--- src/hdl/lru_block_cache_with_pending_unit_macros.svh ---
// Assertion macros shared by the LRU block cache RTL.
// Define ASSERT_OFF to compile every check out; no other dependencies.
`ifndef LRU_BLOCK_CACHE_WITH_PENDING_UNIT_MACROS_SVH
`define LRU_BLOCK_CACHE_WITH_PENDING_UNIT_MACROS_SVH

`ifndef ASSERT_OFF

// Plain property check, disabled during reset.
`define LBC_ASSERT(lbl, ck, rs, prop, msg) \
  lbl: assert property (@(posedge ck) disable iff (rs) (prop)) else $error(msg);

// Implication check: consequence must hold in the same cycle.
`define LBC_ASSERT_IMP(lbl, ck, rs, ante, cons, msg) \
  lbl: assert property (@(posedge ck) disable iff (rs) (ante) |-> (cons)) else $error(msg);

// Implication check: consequence must hold in the next cycle.
`define LBC_ASSERT_NXT(lbl, ck, rs, ante, cons, msg) \
  lbl: assert property (@(posedge ck) disable iff (rs) (ante) |=> (cons)) else $error(msg);

`else

`define LBC_ASSERT(lbl, ck, rs, prop, msg)
`define LBC_ASSERT_IMP(lbl, ck, rs, ante, cons, msg)
`define LBC_ASSERT_NXT(lbl, ck, rs, ante, cons, msg)

`endif

`endif

--- src/hdl/lbc_pkg.sv ---
// Shared types and codes for the LRU block cache.
// No dependencies; imported by every module of the block.
package lbc_pkg;

  localparam int LBC_ENTRIES_DEF = 16;
  localparam int FILE_W          = 16;
  localparam int BLOCK_W         = 32;
  localparam int CACHE_BLOCKS_W  = 5;
  localparam int CACHE_BLOCKS_RST = 16;
  localparam int IN_TDATA_W      = 56;
  localparam int OUT_TDATA_W     = 56;

  typedef enum logic [1:0] {
    CMD_READ     = 2'd0,
    CMD_WRITE    = 2'd1,
    CMD_COMPLETE = 2'd2,
    CMD_NONE     = 2'd3
  } lbc_cmd_e;

  typedef enum logic [2:0] {
    ACT_SERVED    = 3'd0,
    ACT_FORWARD   = 3'd1,
    ACT_QUEUED    = 3'd2,
    ACT_BYPASS    = 3'd3,
    ACT_COALESCED = 3'd4,
    ACT_DONE      = 3'd5,
    ACT_NO_ENTRY  = 3'd6
  } lbc_action_e;

  typedef enum logic {
    REG_CACHE_BLOCKS    = 1'b0,
    REG_FLUSH_IMMEDIATE = 1'b1
  } lbc_reg_e;

  // Cell update operation, broadcast along the row.
  typedef enum logic [1:0] {
    OP_HOLD   = 2'd0,
    OP_FRONT  = 2'd1,
    OP_INSERT = 2'd2
  } lbc_op_e;

  typedef struct packed {
    logic               valid;
    logic               pend;
    logic [FILE_W-1:0]  file;
    logic [BLOCK_W-1:0] blk;
  } lbc_entry_t;

  typedef struct packed {
    logic    capture;
    lbc_op_e op;
    logic    evict;
  } lbc_cell_ctl_t;

  // Values passed from each cell toward the front of the row.
  typedef struct packed {
    logic       seen;
    logic       allp;
    lbc_entry_t sel;
    lbc_entry_t tail;
  } lbc_chain_t;

endpackage

--- src/hdl/lbc_cell.sv ---
// One recency position of the LRU row: holds an entry, compares its tag
// and shifts from its front neighbor. Depends on lbc_pkg.
module lbc_cell import lbc_pkg::*; (
  input  logic               clk,
  input  logic               rst,
  input  lbc_cell_ctl_t      ctl,
  input  logic [FILE_W-1:0]  key_file,
  input  logic [BLOCK_W-1:0] key_blk,
  input  lbc_entry_t         prev,
  input  logic               next_valid,
  input  lbc_chain_t         chain_in,
  output lbc_chain_t         chain_out,
  output lbc_entry_t         cur,
  output logic               match
);

  logic               valid;
  logic               pend;
  logic [FILE_W-1:0]  file;
  logic [BLOCK_W-1:0] blk;
  logic               match_q;
  logic               en;

  assign cur   = '{valid: valid, pend: pend, file: file, blk: blk};
  assign match = match_q;

  always_comb begin
    chain_out.seen = chain_in.seen | match_q;
    chain_out.allp = chain_in.allp & (~valid | pend);
    chain_out.sel  = match_q ? cur : chain_in.sel;
    chain_out.tail = (valid && !next_valid) ? cur : chain_in.tail;
  end

  // Shift from the front neighbor: every position up to the hit for a move
  // to front, every occupied position (plus the first free one when not evicting) on insert.
  always_comb begin
    unique case (ctl.op)
      OP_HOLD:   en = 1'b0;
      OP_FRONT:  en = chain_out.seen;
      OP_INSERT: en = ctl.evict ? valid : prev.valid;
      default:   en = 1'b0;
    endcase
  end

  always_ff @(posedge clk) begin
    if (rst) begin
      valid   <= 1'b0;
      match_q <= 1'b0;
    end else begin
      if (ctl.capture) begin
        match_q <= valid && (file == key_file) && (blk == key_blk);
      end
      if (en) begin
        valid <= prev.valid;
      end
    end
  end

  always_ff @(posedge clk) begin
    if (en) begin
      pend <= prev.pend;
      file <= prev.file;
      blk  <= prev.blk;
    end
  end

endmodule

--- src/hdl/lbc_cfg.sv ---
// APB register file of the LRU block cache and the effective capacity.
// Depends on lbc_pkg.
module lbc_cfg import lbc_pkg::*; #(
  parameter int ENTRIES = LBC_ENTRIES_DEF,
  parameter int CAPW    = ($clog2(ENTRIES + 1) > CACHE_BLOCKS_W) ?
                          $clog2(ENTRIES + 1) : CACHE_BLOCKS_W
) (
  input  logic            clk,
  input  logic            rst,
  input  logic            psel,
  input  logic            penable,
  input  logic            pwrite,
  input  logic [2:0]      paddr,
  input  logic [31:0]     pwdata,
  output logic [31:0]     prdata,
  output logic            pready,
  output logic [CAPW-1:0] cap,
  output logic            flush_immediate
);

  logic [CACHE_BLOCKS_W-1:0] cache_blocks;
  lbc_reg_e                  idx;
  logic [CAPW-1:0]           cb_ext;

  assign pready = 1'b1;
  assign idx    = lbc_reg_e'(paddr[2]);

  always_ff @(posedge clk) begin
    if (rst) begin
      cache_blocks    <= CACHE_BLOCKS_W'(CACHE_BLOCKS_RST);
      flush_immediate <= 1'b0;
    end else if (psel && penable && pwrite && pready) begin
      unique case (idx)
        REG_CACHE_BLOCKS:    cache_blocks    <= pwdata[CACHE_BLOCKS_W-1:0];
        REG_FLUSH_IMMEDIATE: flush_immediate <= pwdata[0];
        default: ;
      endcase
    end
  end

  always_comb begin
    unique case (idx)
      REG_CACHE_BLOCKS:    prdata = 32'(cache_blocks);
      REG_FLUSH_IMMEDIATE: prdata = 32'(flush_immediate);
      default:             prdata = '0;
    endcase
  end

  // Zero acts as one, anything above the row length as the row length.
  always_comb begin
    cb_ext = CAPW'(cache_blocks);
    if (cb_ext == '0) begin
      cap = CAPW'(1);
    end else if (cb_ext > CAPW'(ENTRIES)) begin
      cap = CAPW'(ENTRIES);
    end else begin
      cap = cb_ext;
    end
  end

endmodule

--- src/hdl/lru_block_cache_with_pending_unit.sv ---
// Top level of the LRU block cache with pending marks: request stream in,
// result stream out, APB registers. Depends on lbc_pkg, lbc_cell, lbc_cfg.
//
//   port group        | dir | width | carries
//   s_tvalid/tready   | in  | 56    | command, file_id, block_index
//   m_tvalid/tready   | out | 56    | action, hit, evicted, evicted_file,
//                     |     |       | evicted_block, flush_now
//   psel..pready      | in  | 32    | cache_blocks, flush_immediate
//
// For each request, the tag compare in every cell is registered at accept,
// then the chain of cells resolves hit, tail and pending state and the row
// shifts while the result is written to the output register.
// A new request is taken the cycle after that, also while a result still
// waits in the output register; only a full output register stalls the step.
// Reset (rst, synchronous) empties the row and loads the register defaults.
`include "lru_block_cache_with_pending_unit_macros.svh"

module lru_block_cache_with_pending_unit import lbc_pkg::*; #(
  parameter int ENTRIES = LBC_ENTRIES_DEF
) (
  input  logic                   clk,
  input  logic                   rst,
  // command [1:0], file_id [17:2], block_index [49:18], zero pad above
  input  logic [IN_TDATA_W-1:0]  s_tdata,
  input  logic                   s_tvalid,
  output logic                   s_tready,
  // action [2:0], hit [3], evicted [4], evicted_file [20:5],
  // evicted_block [52:21], flush_now [53], zero pad above
  output logic [OUT_TDATA_W-1:0] m_tdata,
  output logic                   m_tvalid,
  input  logic                   m_tready,
  input  logic                   psel,
  input  logic                   penable,
  input  logic                   pwrite,
  input  logic [2:0]             paddr,
  input  logic [31:0]            pwdata,
  output logic [31:0]            prdata,
  output logic                   pready
);

  localparam int CW   = $clog2(ENTRIES + 1);
  localparam int CAPW = (CW > CACHE_BLOCKS_W) ? CW : CACHE_BLOCKS_W;

  // Configuration
  logic [CAPW-1:0] cap;
  logic            flush_immediate;

  lbc_cfg #(.ENTRIES(ENTRIES), .CAPW(CAPW)) u_cfg (
    .clk             (clk),
    .rst             (rst),
    .psel            (psel),
    .penable         (penable),
    .pwrite          (pwrite),
    .paddr           (paddr),
    .pwdata          (pwdata),
    .prdata          (prdata),
    .pready          (pready),
    .cap             (cap),
    .flush_immediate (flush_immediate)
  );

  // Request held until the resolve step
  logic               a_valid;
  lbc_cmd_e           a_cmd;
  logic [FILE_W-1:0]  a_file;
  logic [BLOCK_W-1:0] a_blk;
  logic [CW-1:0]      count;

  logic accept;
  logic do_step;

  assign s_tready = ~a_valid;
  assign accept   = s_tvalid & s_tready;
  assign do_step  = a_valid & (~m_tvalid | m_tready);

  always_ff @(posedge clk) begin
    if (rst) begin
      a_valid <= 1'b0;
    end else if (accept) begin
      a_valid <= 1'b1;
    end else if (do_step) begin
      a_valid <= 1'b0;
    end
  end

  always_ff @(posedge clk) begin
    if (accept) begin
      a_cmd  <= lbc_cmd_e'(s_tdata[1:0]);
      a_file <= s_tdata[17:2];
      a_blk  <= s_tdata[49:18];
    end
  end

  // Row of cells; position 0 is the most recent entry
  lbc_cell_ctl_t ctl;
  lbc_entry_t    head;
  lbc_entry_t    cur   [ENTRIES];
  lbc_chain_t    chain [ENTRIES+1];
  logic [ENTRIES-1:0] match_vec;
  logic [ENTRIES-1:0] valid_vec;

  assign chain[ENTRIES] = '{seen: 1'b0, allp: 1'b1, sel: '0, tail: '0};

  for (genvar p = 0; p < ENTRIES; p++) begin : g_cell
    lbc_entry_t prev_e;
    logic       nxt_v;

    if (p == 0) begin : g_front
      assign prev_e = head;
    end else begin : g_inner
      assign prev_e = cur[p-1];
    end

    if (p == ENTRIES - 1) begin : g_last
      assign nxt_v = 1'b0;
    end else begin : g_mid
      assign nxt_v = cur[p+1].valid;
    end

    lbc_cell u_cell (
      .clk        (clk),
      .rst        (rst),
      .ctl        (ctl),
      .key_file   (s_tdata[17:2]),
      .key_blk    (s_tdata[49:18]),
      .prev       (prev_e),
      .next_valid (nxt_v),
      .chain_in   (chain[p+1]),
      .chain_out  (chain[p]),
      .cur        (cur[p]),
      .match      (match_vec[p])
    );

    assign valid_vec[p] = cur[p].valid;
  end

  // Resolve: decide the action and the row operation
  logic          hit;
  lbc_entry_t    hit_e;
  lbc_entry_t    tail_e;
  logic          full;
  logic          allpend;
  logic          bypass;
  logic [CW-1:0] count_inc;
  lbc_op_e       op;
  logic          evict;
  logic          emit;
  lbc_action_e   act;
  logic          flush;

  assign hit       = chain[0].seen;
  assign hit_e     = chain[0].sel;
  assign tail_e    = chain[0].tail;
  assign full      = CAPW'(count) >= cap;
  assign allpend   = chain[0].allp && (count != '0);
  assign bypass    = full && allpend && !hit;
  assign count_inc = count + CW'(1);

  always_comb begin
    op    = OP_HOLD;
    evict = 1'b0;
    emit  = 1'b1;
    act   = ACT_SERVED;
    flush = 1'b0;
    head  = hit_e;
    head.valid = 1'b1;
    unique case (a_cmd)
      CMD_COMPLETE: begin
        if (hit) begin
          op        = OP_FRONT;
          head.pend = 1'b0;
          act       = ACT_DONE;
        end else begin
          act = ACT_NO_ENTRY;
        end
      end
      CMD_READ: begin
        if (bypass) begin
          act = ACT_BYPASS;
        end else if (hit) begin
          act = ACT_SERVED;
          // a pending block keeps its place
          if (!hit_e.pend) begin
            op = OP_FRONT;
          end
        end else begin
          op    = OP_INSERT;
          evict = full && (count != '0);
          act   = ACT_FORWARD;
          head  = '{valid: 1'b1, pend: 1'b1, file: a_file, blk: a_blk};
        end
      end
      CMD_WRITE: begin
        if (bypass) begin
          act = ACT_BYPASS;
        end else if (hit) begin
          if (hit_e.pend) begin
            act = ACT_COALESCED;
          end else begin
            op        = OP_FRONT;
            head.pend = 1'b1;
            act       = ACT_QUEUED;
            flush     = full || flush_immediate;
          end
        end else begin
          op    = OP_INSERT;
          evict = full && (count != '0);
          act   = ACT_QUEUED;
          head  = '{valid: 1'b1, pend: 1'b1, file: a_file, blk: a_blk};
          flush = (CAPW'(evict ? count : count_inc) >= cap) || flush_immediate;
        end
      end
      default: begin
        // unknown command: drop it, no result
        emit = 1'b0;
      end
    endcase
  end

  assign ctl = '{capture: accept, op: (do_step ? op : OP_HOLD), evict: evict};

  always_ff @(posedge clk) begin
    if (rst) begin
      count <= '0;
    end else if (do_step && (op == OP_INSERT) && !evict) begin
      count <= count_inc;
    end
  end

  // Output register
  lbc_action_e        o_act;
  logic               o_hit;
  logic               o_evict;
  logic [FILE_W-1:0]  o_efile;
  logic [BLOCK_W-1:0] o_eblk;
  logic               o_flush;

  always_ff @(posedge clk) begin
    if (rst) begin
      m_tvalid <= 1'b0;
    end else if (do_step && emit) begin
      m_tvalid <= 1'b1;
    end else if (m_tready) begin
      m_tvalid <= 1'b0;
    end
  end

  always_ff @(posedge clk) begin
    if (do_step && emit) begin
      o_act   <= act;
      o_hit   <= hit;
      o_evict <= evict && (op == OP_INSERT);
      o_efile <= (evict && (op == OP_INSERT)) ? tail_e.file : '0;
      o_eblk  <= (evict && (op == OP_INSERT)) ? tail_e.blk : '0;
      o_flush <= flush;
    end
  end

  assign m_tdata = {2'b00, o_flush, o_eblk, o_efile, o_evict, o_hit, o_act};

  // Checks
  `LBC_ASSERT(a_unique_match, clk, rst, $onehot0(match_vec), "more than one cell matched the tag")
  `LBC_ASSERT(a_count_valid, clk, rst, $countones(valid_vec) == count, "occupied cells disagree with count")
  `LBC_ASSERT_NXT(a_insert_grows, clk, rst, do_step && (op == OP_INSERT) && !evict, count == $past(count) + CW'(1), "insert without eviction did not grow the count")
  `LBC_ASSERT_IMP(a_evict_kind, clk, rst, m_tvalid && o_evict, (o_act == ACT_FORWARD) || (o_act == ACT_QUEUED), "eviction reported on a request that does not insert")

endmodule
--- config.mk ---
export PLATFORM = sky130hd
export DESIGN_NAME = lru_block_cache_with_pending_unit
export DESIGN_NICKNAME = d
export VERILOG_FILES = /design/src/hdl/lbc_pkg.sv /design/src/hdl/lbc_cell.sv /design/src/hdl/lbc_cfg.sv /design/src/hdl/lru_block_cache_with_pending_unit.sv
export VERILOG_INCLUDE_DIRS = /design/src /design/src/hdl
export SDC_FILE = /design/constraint.sdc
export NUM_CORES = 2
export LEC_CHECK = 0
export ABC_AREA = 1
export ABC_CLOCK_PERIOD_IN_PS = 5900
export BUFFER_PORTS_ARGS = -buffer_cell sky130_fd_sc_hd__buf_2
export CAP_MARGIN = 20
export CORE_UTILIZATION = 30
export DETAILED_ROUTE_END_ITERATION = 8
export GPL_TIMING_DRIVEN = 0
export HOLD_SLACK_MARGIN = 0.05
export SLEW_MARGIN = 30
export SYNTH_ARGS = -nofsm -noshare
export SYNTH_HDL_FRONTEND = slang
export SYNTH_SLANG_ARGS = --single-unit
--- constraint.sdc ---
create_clock -name clk -period 5.9 [get_ports clk]
set_input_delay 1.18 -clock clk [delete_from_list [all_inputs] [get_ports clk]]
set_output_delay 1.18 -clock clk [all_outputs]
set_load 0.05 [all_outputs]
==> impl_metrics.json <==
{
  "grt.total_usage_pct": 22.7,
  "period_share_pct": 102,
  "setup_viol": 50,
  "ys_warn_count": 0,
  "drtIter0Drc": 5895,
  "die_x_um": 436,
  "critical_path.startpoint_type": "flip-flop",
  "h-tree-depth": 3,
  "via_count": 48800,
  "synth.area.top_cells": "edfxtp_1, nand2_1, nand3_1",
  "cts_tree": "yes",
  "cpLargestDelayFamily": "simple AND/OR/NAND/NOR gates",
  "ys.flop_type": "edfxtp_1",
  "ys_ff_latch": 933,
  "fin_setup_tns_ns": -3.27,
  "cp.arrival_ns": 6.45,
  "ir_drop_v": 0.000241,
  "grt_use_met3_pct": 2.56,
  "synth_edf_count": 888,
  "grt_pass1_wl_mm": 316,
  "dp.cells": 9559,
  "final_cells": 9766,
  "slowest_stage": "nor3_1",
  "clkPwrFrac_pct": 45.7,
  "async_flop_share_pct": 0,
  "core_area_mm2": 0.186,
  "clkLatencyLatePin_ns": 0.75,
  "grt_max_degree": 29,
  "rows": 158,
  "place_congestion": 1.02,
  "critical_path_buf_inv_count": 6,
  "synth.yosys.seq_area_share_pct": 48.8,
  "sequentialPowerShare_pct": 47.4,
  "combPwrFrac_pct": 6.8,
  "status": "complete, but fails checks",
  "whs_ns": 0.457,
  "cts_buffers": 110,
  "finalCriticalPeriod_ns": 6.01,
  "io_buffers": 122,
  "drive_gt1_share_pct": 8.88,
  "dp_hpwl_mm": 186,
  "fin_ws_ns": -0.113,
  "worstSetupPathType": "reg2reg",
  "relSlewSlack_pct": 19.4,
  "slew_violations": 0,
  "p_leak_nw": 24.9,
  "switching_power_mw": 3.81,
  "drc": 0,
  "rsz0062_at_grt": "false",
  "detail_route.wl_per_cell_um": 23.0,
  "syn_inst": 6882,
  "pre_cts_slack_ns": 0.362,
  "firstDrtPassIters": 8,
  "synth.most_common_cell": "nand2_1",
  "ctsHoldBuffers": 0,
  "p_sw_share_pct": 24.9,
  "start_util_pct": 30.3,
  "nNetsFinal": 7304,
  "wirelength_mm": 225,
  "grt_busiest_layer": "met2",
  "grt_overflow": 0,
  "grt_pass1_vias": 45900,
  "hold_violations": 0,
  "synth.top_cell.area_share_pct": 47.2,
  "grt_use_met1_pct": 29.9,
  "cts_sinks": 933,
  "worstPathRequired_ns": 6.34,
  "crit_chain": "clkbuf_1 -> inv_1 -> or2_2 -> o21ai_0 -> nor3_1 -> and3b_1 -> nand2_1 -> nand2_2 -> nor2_1 -> inv_1 -> ha_1 -> clkbuf_1 -> nand2_1 -> a21oi_4 -> buf_8 -> buf_8",
  "syn_area_per_cell_um2": 8.21,
  "routed_via_density": 4.99,
  "antenna_found_initial": 3,
  "clockBufferDepth": 3,
  "fmaxAchievable_ghz": 0.166,
  "violations": "setup timing",
  "path_clk_slew_ns": 0.06,
  "worst_setup_path_end_kind": "flip-flop",
  "post-cts-setup-buffer-count": 0,
  "tightest_slew_ns": 1.20,
  "syn2layout_area_growth_pct": 15.0,
  "ys_types": 50,
  "die_h_um": 436,
  "power_density_mw_per_mm2": 235,
  "syn_area_mm2": 0.0565,
  "dieArea_mm2": 0.190,
  "min_path_type": "reg2reg",
  "yosys.area.top_type": "edfxtp_1",
  "critPathMaxFanout": 11,
  "yosys-top-cells-count": "nand2_1, nand3_1, edfxtp_1",
  "maxCapViolations": 0,
  "critPathMaxStageDelay_ns": 0.98,
  "p_int_mw": 11.5,
  "use_met2_pct": 36.1,
  "final_antenna_net_count": 0,
  "cts-root-buf": "clkbuf_16",
  "skew_ns": 0.0233,
  "io_pins": 189
}
cell usage in the layout, fill, tap and decap left out, types with 6 or more instances in the layout:
master	n
inv_2	8
bufinv_16	9
buf_1	55
nor4_1	59
o211ai_1	48
nor3_1	42
a2111oi_0	9
inv_1	479
buf_4	35
xnor2_1	387
a21oi_4	16
conb_1	30
nor2_1	394
o21ai_0	97
nand4_1	133
clkbuf_1	347
a2111oi_2	7
clkinv_1	28
a21oi_1	329
xor2_1	236
or2_2	164
nand2_1	2053
ha_1	14
clkbuf_8	8
buf_8	23
edfxtp_1	888
nor2_2	6
clkinv_2	21
clkbuf_16	112
clkbuf_2	35
buf_16	11
nand3_1	930
dfxtp_1	45
buf_2	159
final cells by class:
class                      count  area, um2
antenna                        1       2.50
buffer                       484       2050
clock buffer                 141       2990
clock inverter                64        604
fill                       19200     121000
inverter                     497       1870
multi-input combinational   4996      25300
sequential                   933      27600
tap                         2480       3100
timing repair buffer         170       1410
cell families (layout without fill, tap and decap cells):
kind of cell	Yosys count	after routing	share of synthesized area [%]
flops	933	933	48.8
buf+inv	981	1356	6.84
simple gates	3801	3801	29.2
xor+xnor	623	623	9.66
fa+ha+maj	14	14	0.310
compound gates	528	528	5.19
other cells	2	31	0.0133
path summary, 6_finish.rpt:
kind                                             start  cells after the start  slack [ns]                             endpoint
setup / recovery  g_cell[15].u_cell.valid$_SDFFE_PP0P_                     16       -0.11  g_cell[15].u_cell.file[8]$_DFFE_PP_
hold / removal         g_cell[9].u_cell.pend$_DFFE_PP_                      0        0.46     g_cell[10].u_cell.pend$_DFFE_PP_
setup reg to reg  g_cell[15].u_cell.valid$_SDFFE_PP0P_                     16       -0.11  g_cell[15].u_cell.file[8]$_DFFE_PP_
hold reg to reg        g_cell[9].u_cell.pend$_DFFE_PP_                      0        0.46     g_cell[10].u_cell.pend$_DFFE_PP_
registers in the layout (all words and copies together), names as in the netlist, 2 cells and up:
name and flops:
o_efile 16, o_eblk 32, g_cell.u_cell.valid 16, u_cfg.cache_blocks 5, g_cell.u_cell.blk 512, g_cell.u_cell.match 16
g_cell.u_cell.file 256, count 5, a_file 16, g_cell.u_cell.pend 16, a_cmd 2, a_blk 32
o_act 3
through the flow:
step,cell area [um2],total power [mW],util (%)
floorplan,56600,7.99,-
global placement,60300,8.38,32.4
detailed placement,61300,8.40,32.9
CTS,64900,15.3,34.9
global route,64900,15.6,34.9
finish,64900,15.3,34.9
timing repair:
action / 4_1_cts / 5_1_grt
endpoints found under the setup margin: 0 / 6
hold endpoints to repair: 0 / 0
gates resized for setup: 0 / 1
metal layers:
| layer | part of all wire (%) | routed length, um | vias up |
|---|---|---|---|
| li1 | - | - | 23400 |
| met1 | 43 | 95500 | 22700 |
| met2 | 45 | 100000 | 2239 |
| met3 | 6.7 | 15100 | 430 |
| met4 | 6.0 | 13600 | 0 |
| met5 | 0 | 0 | - |
power groups by stage:
stage	Sequential [mW]	Clock (mW)	Combinational, mW
6_report	7.24	6.99	1.04
5_1_grt	7.25	7.26	1.09
4_1_cts	7.24	7.04	1.02
3_5_place_dp	7.38	0	1.02
3_3_place_gp	7.39	0	0.987
2_1_floorplan	7.44	0	0.550
Note: power is estimated with default switching activity, not from simulation.
